`config.mk`:
```
export PLATFORM = sky130hd
export DESIGN_NAME = usb_device_id_table_match_unit
export DESIGN_NICKNAME = d
export VERILOG_FILES = /design/src/rtl/core/udim_pkg.sv /design/src/rtl/core/udim_table.sv /design/src/rtl/core/udim_match.sv /design/src/rtl/core/udim_ctrl.sv /design/src/rtl/core/usb_device_id_table_match_unit.sv
export SDC_FILE = /design/constraint.sdc
export NUM_CORES = 2
export LEC_CHECK = 0
export BUFFER_PORTS_ARGS = -buffer_cell sky130_fd_sc_hd__buf_2
export CAP_MARGIN = 25
export CORE_MARGIN = 2
export CORE_UTILIZATION = 40
export DETAILED_ROUTE_END_ITERATION = 16
export PLACE_DENSITY = 0.58
export SETUP_SLACK_MARGIN = 0.2
export SYNTH_ARGS = -nofsm -noshare
export SYNTH_HDL_FRONTEND = slang
export SYNTH_HIERARCHICAL = 1
export SYNTH_SLANG_ARGS = --single-unit
```
`constraint.sdc`:
```
create_clock -name clk -period 12 [get_ports clk]
set_input_delay 1.2 -clock clk [delete_from_list [all_inputs] [get_ports clk]]
set_output_delay 1.2 -clock clk [all_outputs]
set_load 0.02 [all_outputs]
```
`src/rtl/core/udim_pkg.sv`:
```
// ----------------------------------------------------------------------------
// udim_pkg
// Shared types and codes for the device ID table match unit.
// ----------------------------------------------------------------------------
`default_nettype none

package udim_pkg;

  typedef enum logic [1:0] {
    OP_WRITE      = 2'd0,
    OP_MATCH_INTF = 2'd1,
    OP_MATCH_DEV  = 2'd2
  } op_t;

  typedef enum logic [1:0] {
    S_IDLE,
    S_SCAN,
    S_EMIT
  } state_t;

  // match flag bit positions
  localparam int FLAG_VENDOR  = 0;
  localparam int FLAG_PRODUCT = 1;
  localparam int FLAG_REL_LO  = 2;
  localparam int FLAG_REL_HI  = 3;
  localparam int FLAG_DCLASS  = 4;
  localparam int FLAG_DSUB    = 5;
  localparam int FLAG_DPROTO  = 6;
  localparam int FLAG_ICLASS  = 7;
  localparam int FLAG_ISUB    = 8;
  localparam int FLAG_IPROTO  = 9;
  localparam int FLAG_INUM    = 10;

  localparam logic [7:0] CLASS_VENDOR_SPEC = 8'hFF;

  typedef struct packed {
    logic [10:0] flags;
    logic [15:0] vendor;
    logic [15:0] product;
    logic [15:0] rel_lo;
    logic [15:0] rel_hi;
    logic [23:0] dclass;
    logic [31:0] intf;
  } entry_t;

  typedef struct packed {
    logic        intf_mode;
    logic [15:0] vendor;
    logic [15:0] product;
    logic [15:0] release_num;
    logic [23:0] dclass;
    logic [31:0] intf;
  } query_t;

  typedef struct packed {
    logic term;
    logic hit;
  } match_res_t;

endpackage

`default_nettype wire

```
`src/rtl/core/udim_table.sv`:
```
// ----------------------------------------------------------------------------
// udim_table
// Entry store: one write port, one registered read port, per-entry valid bits.
// ----------------------------------------------------------------------------
`default_nettype none

module udim_table import udim_pkg::*; #(
  parameter int TABLE_DEPTH = 16,
  localparam int IDX_W = (TABLE_DEPTH > 1) ? $clog2(TABLE_DEPTH) : 1
) (
  input  wire logic             clk,
  input  wire logic             rst,
  input  wire logic             wr_en,
  input  wire logic [IDX_W-1:0] wr_addr,
  input  wire entry_t           wr_data,
  input  wire logic [IDX_W-1:0] rd_addr,
  output entry_t                rd_entry
);

  entry_t                 mem [TABLE_DEPTH];
  logic [TABLE_DEPTH-1:0] vld;
  entry_t                 rd_data;
  logic                   rd_vld;

  always_ff @(posedge clk) begin
    if (wr_en) begin
      mem[wr_addr] <= wr_data;
    end
    rd_data <= mem[rd_addr];
  end

  // an entry never written reads as all zero, i.e. a terminator
  always_ff @(posedge clk) begin
    if (rst) begin
      vld    <= '0;
      rd_vld <= 1'b0;
    end else begin
      if (wr_en) begin
        vld[wr_addr] <= 1'b1;
      end
      rd_vld <= vld[rd_addr];
    end
  end

  assign rd_entry = rd_vld ? rd_data : '0;

endmodule

`default_nettype wire

```
`src/rtl/core/udim_match.sv`:
```
// ----------------------------------------------------------------------------
// udim_match
// Compares one table entry against the held query: terminator and hit.
// ----------------------------------------------------------------------------
`default_nettype none

module udim_match import udim_pkg::*; (
  input  wire entry_t     entry,
  input  wire query_t     query,
  output match_res_t      res
);

  logic [10:0] f;
  logic        dev_ok;
  logic        intf_ok;
  logic        key_zero;

  assign f = entry.flags;

  always_comb begin
    dev_ok = 1'b1;
    if (f[FLAG_VENDOR]  && entry.vendor  != query.vendor)  dev_ok = 1'b0;
    if (f[FLAG_PRODUCT] && entry.product != query.product) dev_ok = 1'b0;
    if (f[FLAG_REL_LO]  && entry.rel_lo > query.release_num) dev_ok = 1'b0;
    if (f[FLAG_REL_HI]  && entry.rel_hi < query.release_num) dev_ok = 1'b0;
    if (f[FLAG_DCLASS]  && entry.dclass[23:16] != query.dclass[23:16]) dev_ok = 1'b0;
    if (f[FLAG_DSUB]    && entry.dclass[15:8]  != query.dclass[15:8])  dev_ok = 1'b0;
    if (f[FLAG_DPROTO]  && entry.dclass[7:0]   != query.dclass[7:0])   dev_ok = 1'b0;
  end

  always_comb begin
    intf_ok = 1'b1;
    // vendor-specific device: interface-only entries must not bind
    if (query.dclass[23:16] == CLASS_VENDOR_SPEC && !f[FLAG_VENDOR] &&
        (f[FLAG_ICLASS] || f[FLAG_ISUB] || f[FLAG_IPROTO] || f[FLAG_INUM])) begin
      intf_ok = 1'b0;
    end
    if (f[FLAG_ICLASS] && entry.intf[31:24] != query.intf[31:24]) intf_ok = 1'b0;
    if (f[FLAG_ISUB]   && entry.intf[23:16] != query.intf[23:16]) intf_ok = 1'b0;
    if (f[FLAG_IPROTO] && entry.intf[15:8]  != query.intf[15:8])  intf_ok = 1'b0;
    if (f[FLAG_INUM]   && entry.intf[7:0]   != query.intf[7:0])   intf_ok = 1'b0;
  end

  assign key_zero = (entry.vendor == 16'd0) && (entry.product == 16'd0);

  always_comb begin
    if (query.intf_mode) begin
      res.term = key_zero && (entry.dclass[23:16] == 8'd0) && (entry.intf[31:24] == 8'd0);
      res.hit  = dev_ok && intf_ok;
    end else begin
      res.term = key_zero;
      res.hit  = dev_ok;
    end
  end

endmodule

`default_nettype wire

```
`src/rtl/core/udim_ctrl.sv`:
```
// ----------------------------------------------------------------------------
// udim_ctrl
// Sequencer: takes beats, drives table writes and the scan, holds the result.
// ----------------------------------------------------------------------------
`default_nettype none

module udim_ctrl import udim_pkg::*; #(
  parameter int TABLE_DEPTH = 16,
  localparam int IDX_W = (TABLE_DEPTH > 1) ? $clog2(TABLE_DEPTH) : 1
) (
  input  wire logic             clk,
  input  wire logic             rst,
  input  wire logic             in_valid,
  output logic                  in_stall,
  input  wire logic [1:0]       operation,
  input  wire logic [3:0]       entry_index,
  input  wire logic [15:0]      vendor_id,
  input  wire logic [15:0]      product_id,
  input  wire logic [15:0]      release_or_low,
  input  wire logic [23:0]      device_class_fields,
  input  wire logic [31:0]      interface_fields,
  output logic                  out_valid,
  input  wire logic             out_stall,
  output logic                  matched,
  output logic [3:0]            match_index,
  output logic                  wr_en,
  output logic [IDX_W-1:0]      wr_addr,
  output logic [IDX_W-1:0]      rd_addr,
  output query_t                query,
  input  wire match_res_t       res
);

  state_t           state, state_next;
  op_t              op;
  logic [IDX_W-1:0] cur_idx, cur_idx_next;
  logic             res_found, res_found_next;
  logic [IDX_W-1:0] res_idx, res_idx_next;
  query_t           query_next;
  logic             out_load;
  logic             last;
  logic             in_range;

  assign op       = op_t'(operation);
  assign in_range = int'(entry_index) < TABLE_DEPTH;
  assign wr_addr  = IDX_W'(entry_index);
  assign last     = cur_idx == IDX_W'(TABLE_DEPTH - 1);

  always_ff @(posedge clk) begin
    if (rst) begin
      state <= S_IDLE;
    end else begin
      state <= state_next;
    end
  end

  always_comb begin
    state_next     = state;
    in_stall       = 1'b1;
    wr_en          = 1'b0;
    rd_addr        = '0;
    cur_idx_next   = cur_idx;
    res_found_next = res_found;
    res_idx_next   = res_idx;
    query_next     = query;
    out_load       = 1'b0;
    unique case (state)
      S_IDLE: begin
        in_stall = 1'b0;
        // entry 0 is read on every idle cycle so a scan starts straight away
        rd_addr  = '0;
        if (in_valid) begin
          query_next = '{intf_mode:   (op == OP_MATCH_INTF),
                         vendor:      vendor_id,
                         product:     product_id,
                         release_num: release_or_low,
                         dclass:      device_class_fields,
                         intf:        interface_fields};
          res_found_next = 1'b0;
          res_idx_next   = '0;
          cur_idx_next   = '0;
          unique case (op) inside
            OP_WRITE: begin
              wr_en      = in_range;
              state_next = S_EMIT;
            end
            OP_MATCH_INTF, OP_MATCH_DEV: begin
              state_next = S_SCAN;
            end
            default: begin
              state_next = S_EMIT;
            end
          endcase
        end
      end
      S_SCAN: begin
        rd_addr = last ? '0 : IDX_W'(cur_idx + 1'b1);
        if (res.term) begin
          state_next = S_EMIT;
        end else if (res.hit) begin
          res_found_next = 1'b1;
          res_idx_next   = cur_idx;
          state_next     = S_EMIT;
        end else if (last) begin
          state_next = S_EMIT;
        end else begin
          cur_idx_next = IDX_W'(cur_idx + 1'b1);
        end
      end
      S_EMIT: begin
        if (!out_valid || !out_stall) begin
          out_load   = 1'b1;
          state_next = S_IDLE;
        end
      end
      default: begin
        state_next = S_IDLE;
      end
    endcase
  end

  always_ff @(posedge clk) begin
    cur_idx   <= cur_idx_next;
    res_found <= res_found_next;
    res_idx   <= res_idx_next;
    query     <= query_next;
  end

  // output register frees the sequencer while a result waits
  always_ff @(posedge clk) begin
    if (rst) begin
      out_valid <= 1'b0;
    end else if (out_load) begin
      out_valid <= 1'b1;
    end else if (!out_stall) begin
      out_valid <= 1'b0;
    end
  end

  always_ff @(posedge clk) begin
    if (out_load) begin
      matched     <= res_found;
      match_index <= 4'(res_idx);
    end
  end

endmodule

`default_nettype wire

```
`src/rtl/core/usb_device_id_table_match_unit.sv`:
```
// ----------------------------------------------------------------------------
// usb_device_id_table_match_unit
// Device ID table with first-match lookup from entry 0.
// ----------------------------------------------------------------------------
// Input channel (in_valid / in_stall): one beat is a table write (operation 0),
// an interface-mode query (1) or a device-only query (2). Every beat gives
// exactly one beat on the output channel (out_valid / out_stall) carrying
// matched and match_index; writes and unused codes return zeros.
// A write or unused code passes through the emit state to the output register.
// A query reads one entry per cycle from the table's read port and decides on
// it the cycle after the read, up to the last entry. One beat is worked on at
// a time; in_stall is high from acceptance until the result moves into the
// output register.
// The output register holds a result while out_stall is high; the next input
// beat is still taken, and its result waits in the sequencer until the output
// register is free.
// Reset clears the per-entry valid bits, so the whole table reads as zero (a
// terminator at entry 0) with no clearing pass.
// ----------------------------------------------------------------------------
`default_nettype none

module usb_device_id_table_match_unit import udim_pkg::*; #(
  parameter int TABLE_DEPTH = 16
) (
  input  wire logic        clk,
  input  wire logic        rst,
  input  wire logic        in_valid,
  output logic             in_stall,
  input  wire logic [1:0]  operation,
  input  wire logic [3:0]  entry_index,
  input  wire logic [10:0] key_flags,
  input  wire logic [15:0] vendor_id,
  input  wire logic [15:0] product_id,
  input  wire logic [15:0] release_or_low,
  input  wire logic [15:0] release_high,
  input  wire logic [23:0] device_class_fields,
  input  wire logic [31:0] interface_fields,
  output logic             out_valid,
  input  wire logic        out_stall,
  output logic             matched,
  output logic [3:0]       match_index
);

  localparam int IDX_W = (TABLE_DEPTH > 1) ? $clog2(TABLE_DEPTH) : 1;

  logic             wr_en;
  logic [IDX_W-1:0] wr_addr;
  logic [IDX_W-1:0] rd_addr;
  entry_t           wr_data;
  entry_t           rd_entry;
  query_t           query;
  match_res_t       res;

  assign wr_data = '{flags:   key_flags,
                     vendor:  vendor_id,
                     product: product_id,
                     rel_lo:  release_or_low,
                     rel_hi:  release_high,
                     dclass:  device_class_fields,
                     intf:    interface_fields};

  udim_table #(.TABLE_DEPTH(TABLE_DEPTH)) u_table (
    .clk      (clk),
    .rst      (rst),
    .wr_en    (wr_en),
    .wr_addr  (wr_addr),
    .wr_data  (wr_data),
    .rd_addr  (rd_addr),
    .rd_entry (rd_entry)
  );

  udim_match u_match (
    .entry (rd_entry),
    .query (query),
    .res   (res)
  );

  udim_ctrl #(.TABLE_DEPTH(TABLE_DEPTH)) u_ctrl (
    .clk                 (clk),
    .rst                 (rst),
    .in_valid            (in_valid),
    .in_stall            (in_stall),
    .operation           (operation),
    .entry_index         (entry_index),
    .vendor_id           (vendor_id),
    .product_id          (product_id),
    .release_or_low      (release_or_low),
    .device_class_fields (device_class_fields),
    .interface_fields    (interface_fields),
    .out_valid           (out_valid),
    .out_stall           (out_stall),
    .matched             (matched),
    .match_index         (match_index),
    .wr_en               (wr_en),
    .wr_addr             (wr_addr),
    .rd_addr             (rd_addr),
    .query               (query),
    .res                 (res)
  );

endmodule

`default_nettype wire

```
==> Implementation_results.wiki <==
{| class="wikitable"
! Metric !! Value
|-
| Setup repair after global routing missed its margin || no
|-
| Async S/R FF share, synth || 0%
|-
| Final cell area excluding filler cells || 0.101 sq mm
|-
| Final worst clock skew || 0.0628 ns
|-
| Number of buffers inserted by port buffering || 147
|-
| Worst endpoint required time || 12.50 ns
|-
| Max Root-Sink Buffers || 3
|-
| Number of cells traversed by the worst register-to-register path || 10
|-
| Count of nets after finishing || 4421
|-
| Initial Util || 40.2%
|-
| Number of failing setup endpoints in the final timing report || 0
|-
| Max-Cap Viols || 0
|-
| Total GRT Usage || 18.9%
|-
| Count of standard-cell rows || 172
|-
| Most used flip-flop cell after synthesis || sky130_fd_sc_hd__edfxtp_1
|-
| Final max-slew violation count || 0
|-
| Period utilisation layout || 44.8%
|-
| Status || complete, no violations
|-
| Total routed wirelength || 211000 um
|-
| First-pass GRT wire length || 306000 um
|-
| Leading cell types by count after synthesis || 2215 x sky130_fd_sc_hd__edfxtp_1, 526 x sky130_fd_sc_hd__mux4_2, 216 x sky130_fd_sc_hd__a22oi_1
|-
| Critical register-to-register path startpoint || u_table/rd_vld
|-
| Total placed cells including tap cells || 6883
|-
| Vias after detailed routing || 41400
|-
| H-tree lvl count || 4
|-
| Transition time of the tightest slew-check pin || 1.20 ns
|-
| Share of synthesized cell area in and, or, nand and nor gates || 2.47%
|-
| First-pass detailed-route iteration total || 5
|-
| Main area contributors after synthesis || sky130_fd_sc_hd__edfxtp_1 75%, sky130_fd_sc_hd__mux4_2 13%, sky130_fd_sc_hd__dfxtp_1 3.4%
|-
| Post-Route M1 WL || 92700 um
|-
| Die outline area || 0.224 sq mm
|-
| Flop and latch count out of synthesis || 2366
|-
| Routed met3 length || 16500 um
|-
| Detail-routed via count per cell || 5.65
|-
| Final ANT Viol Nets || 0
|-
| Yosys top cell area share || 75.4%
|-
| Number of antenna violations at the first check in global routing || 52
|-
| Overflow after GRT || 0
|-
| Most instantiated library cell after synthesis || sky130_fd_sc_hd__edfxtp_1
|-
| Endpoint type of the worst setup path || flip-flop
|-
| Clock transition at the registers of the reported paths || 0.06 ns
|-
| Leakage Power || 31.5 nW
|-
| DR top layer || met5
|-
| Final worst path period need || 5.37 ns
|-
| Clock tree from TritonCTS || done
|-
| Detailed placer's ending HPWL || 115000 um
|-
| Detailed-route wire length per cell || 28.8 um
|-
| CTS Hold Buffers Added || 0
|-
| Mux cell area share after synthesis || 13.6%
|-
| Final cell count without fillers || 7331
|-
| Xor-xnor portion of the synthesized cell area || 0.894%
|-
| Dominant cell type by area after synthesis || sky130_fd_sc_hd__edfxtp_1
|-
| Worst endpoint data arrival time || 5.87 ns
|-
| Total length of routed met2 wires || 97400 um
|-
| Warnings, synthesis || 6
|-
| Die W || 474 um
|-
| Core ar. || 0.220 sq mm
|-
| Part of the Yosys area used for sequential elements || 78.8%
|-
| # resized after CTS || 0
|-
| Synthesized netlist net count || 4151
|-
| Number of DRC markers after the initial detailed-route iteration || 4210
|-
| Launch instance of the worst min-delay path || u_ctrl/res_idx[0]
|-
| Final number of hold-violating endpoints || 0
|-
| TritonCTS sink count || 2366
|-
| Final total negative setup slack || 0 ns
|-
| Highest net fanout along the worst path || 80
|-
| Total standard cell area after synthesis || 0.0882 sq mm
|-
| Layout fillers || 18200
|-
| Depth of the worst hold-timing path || 0
|-
| Startpoint types || flip-flop
|-
| Final estimated routing congestion in global placement || 0.765
|-
| Hold/Removal Path Class || reg -> reg
|-
| Area share of fa/ha/maj cells after synthesis || 0.482%
|-
| Distinct cells, synth || 50
|-
| Largest family of logic cells by synthesized area || multiplexers
|-
| Num CTS Buffers || 231
|-
| Cell chosen for the clock root || sky130_fd_sc_hd__clkbuf_16
|-
| Layout cells sized above 1 || 26.0%
|-
| DRC || 0
|-
| Critical path class || reg -> reg
|-
| Synthesized instance count || 3976
|-
| Maximum vdd drop || 0.147 mV
|-
| Power density relative to cell area || 172 mW/mm^2
|-
| Compound-gate portion of the synthesized area || 2.48%
|-
| Maximum number of pins on one net before global-route repair || 121
|-
| Clock latency on the worst-skew pair || 0.88 ns
|-
| Boundary pin count || 148
|-
| Worst slew margin relative to its limit || 20.1%
|-
| Number of post-CTS setup repair buffers || 0
|-
| Worst setup path startpoint || u_table/rd_vld
|-
| Area growth from synthesis to layout || 14.0%
|-
| Number of enable flip-flop cells after synthesis || 2215
|-
| Placement Cell Area || 0.0926 sq mm
|-
| Floorplan die height || 474 um
|-
| Number of global-route vias before repair || 41900
|-
| Achievable clock frequency || 186 MHz
|-
| Mean instance size in the synthesized netlist || 22.2 sq um
|-
| Post-layout utilization of the core || 45.8%
|}
==> critical path, cell delays in order (launching register included) <==
cell and delay, ns:
sky130_fd_sc_hd__dfxtp_4 0.78, sky130_fd_sc_hd__buf_4 0.73, sky130_fd_sc_hd__and2_1 0.31, sky130_fd_sc_hd__xor2_1 0.13, sky130_fd_sc_hd__nor4_2 0.26, sky130_fd_sc_hd__nand4_1 0.27
sky130_fd_sc_hd__a222oi_1 0.71, sky130_fd_sc_hd__nand4_1 0.19, sky130_fd_sc_hd__a2111oi_2 0.90, sky130_fd_sc_hd__nand2b_1 0.12, sky130_fd_sc_hd__o21ai_0 0.55
==> per-stage QoR <==
| step | hold WS [ns] | power [W] | setup WS [ns] |
|---|---|---|---|
| global placement | 0.406 | 0.0101 | 6.65 |
| detailed placement | 0.405 | 0.0101 | 6.61 |
| floorplan | 0.400 | 0.00974 | 0.266 |
| CTS | 0.420 | 0.0174 | 6.60 |
| finish | 0.418 | 0.0173 | 6.63 |
| global route | 0.425 | 0.0178 | 6.30 |
==> logic make-up (layout without fill, tap and decap cells) <==
| kind of cell | after synthesis | after routing |
|---|---|---|
| flip-flops | 2366 | 2366 |
| AO/OA/AOI/OAI | 307 | 307 |
| buffers and inverters | 217 | 694 |
| other | 0 | 7 |
| AND/OR/NAND/NOR | 417 | 417 |
| multiplexers | 545 | 545 |
| XOR/XNOR | 90 | 90 |
| adder cells (fa/ha/maj) | 34 | 34 |
==> placed cells by master (no fill, tap or decap), types with 5 or more instances in the layout <==
| cell type | instances |
|---|---|
| sky130_fd_sc_hd__a21oi_1 | 34 |
| sky130_fd_sc_hd__a22oi_1 | 216 |
| sky130_fd_sc_hd__and2_1 | 132 |
| sky130_fd_sc_hd__and2_2 | 5 |
| sky130_fd_sc_hd__buf_12 | 12 |
| sky130_fd_sc_hd__buf_2 | 147 |
| sky130_fd_sc_hd__buf_4 | 69 |
| sky130_fd_sc_hd__bufinv_16 | 22 |
| sky130_fd_sc_hd__clkbuf_1 | 67 |
| sky130_fd_sc_hd__clkbuf_16 | 233 |
| sky130_fd_sc_hd__clkbuf_8 | 38 |
| sky130_fd_sc_hd__clkinv_1 | 26 |
| sky130_fd_sc_hd__clkinv_16 | 5 |
| sky130_fd_sc_hd__clkinv_2 | 36 |
| sky130_fd_sc_hd__dfxtp_1 | 150 |
| sky130_fd_sc_hd__diode_2 | 7 |
| sky130_fd_sc_hd__edfxtp_1 | 2215 |
| sky130_fd_sc_hd__ha_1 | 34 |
| sky130_fd_sc_hd__inv_1 | 19 |
| sky130_fd_sc_hd__mux2i_1 | 19 |
| sky130_fd_sc_hd__mux4_2 | 526 |
| sky130_fd_sc_hd__nand2_1 | 122 |
| sky130_fd_sc_hd__nand2b_1 | 9 |
| sky130_fd_sc_hd__nand3_1 | 8 |
| sky130_fd_sc_hd__nand4_1 | 25 |
| sky130_fd_sc_hd__nor2_1 | 51 |
| sky130_fd_sc_hd__nor2_4 | 17 |
| sky130_fd_sc_hd__nor4_1 | 16 |
| sky130_fd_sc_hd__nor4_2 | 6 |
| sky130_fd_sc_hd__o21ai_0 | 11 |
| sky130_fd_sc_hd__o22ai_1 | 31 |
| sky130_fd_sc_hd__xnor2_1 | 57 |
| sky130_fd_sc_hd__xor2_1 | 33 |
==> routing by layer <==
layer  global-route usage [%]  vias to the layer above
met5                        0                        -
met4                     4.98                       24
met3                     4.04                      303
met2                     28.8                     1536
met1                     27.7                    22400
li1                         -                    17100
==> registers in the layout, summed over array words and instances, names as in the netlist, 2 cells and up <==
signal              flops
u_ctrl/res_idx          4
u_ctrl/match_index      4
u_table/rd_data       131
u_ctrl/state            2
u_ctrl/cur_idx          4
u_ctrl/query          105
u_table/vld            16
u_table/mem          2096
==> area by class of cell <==
class / count / area [sq um] / share of cell area [%]
Clock inverter: 102 / 1260 / 1.25
Timing Repair Buffer: 232 / 1600 / 1.60
Sequential cell: 2366 / 69500 / 69.2
Clock buffer: 338 / 6610 / 6.57
Multi-Input combinational cell: 1393 / 17800 / 17.7
Inverter: 22 / 92.6 / 0.0921
Tap cell: 2871 / 3590 / 3.57
Antenna cell: 7 / 17.5 / 0.0174
==> power breakdown <==
| group | switching (W) | internal [W] | total (W) |
|---|---|---|---|
| clock network | 0.00307 | 0.00430 | 0.00736 |
| logic | 0.000447 | 0.000248 | 0.000694 |
| registers | 0.0000604 | 0.00914 | 0.00920 |
==> worst paths after layout <==
path | end | slack, ns
worst max-delay path | u_ctrl/res_idx[1] | 6.63
worst min-delay path | u_ctrl/match_index[0] | 0.42
worst min register to register | u_ctrl/match_index[0] | 0.42
worst max register to register | u_ctrl/res_idx[1] | 6.63
(Power assumes the default switching activity.)
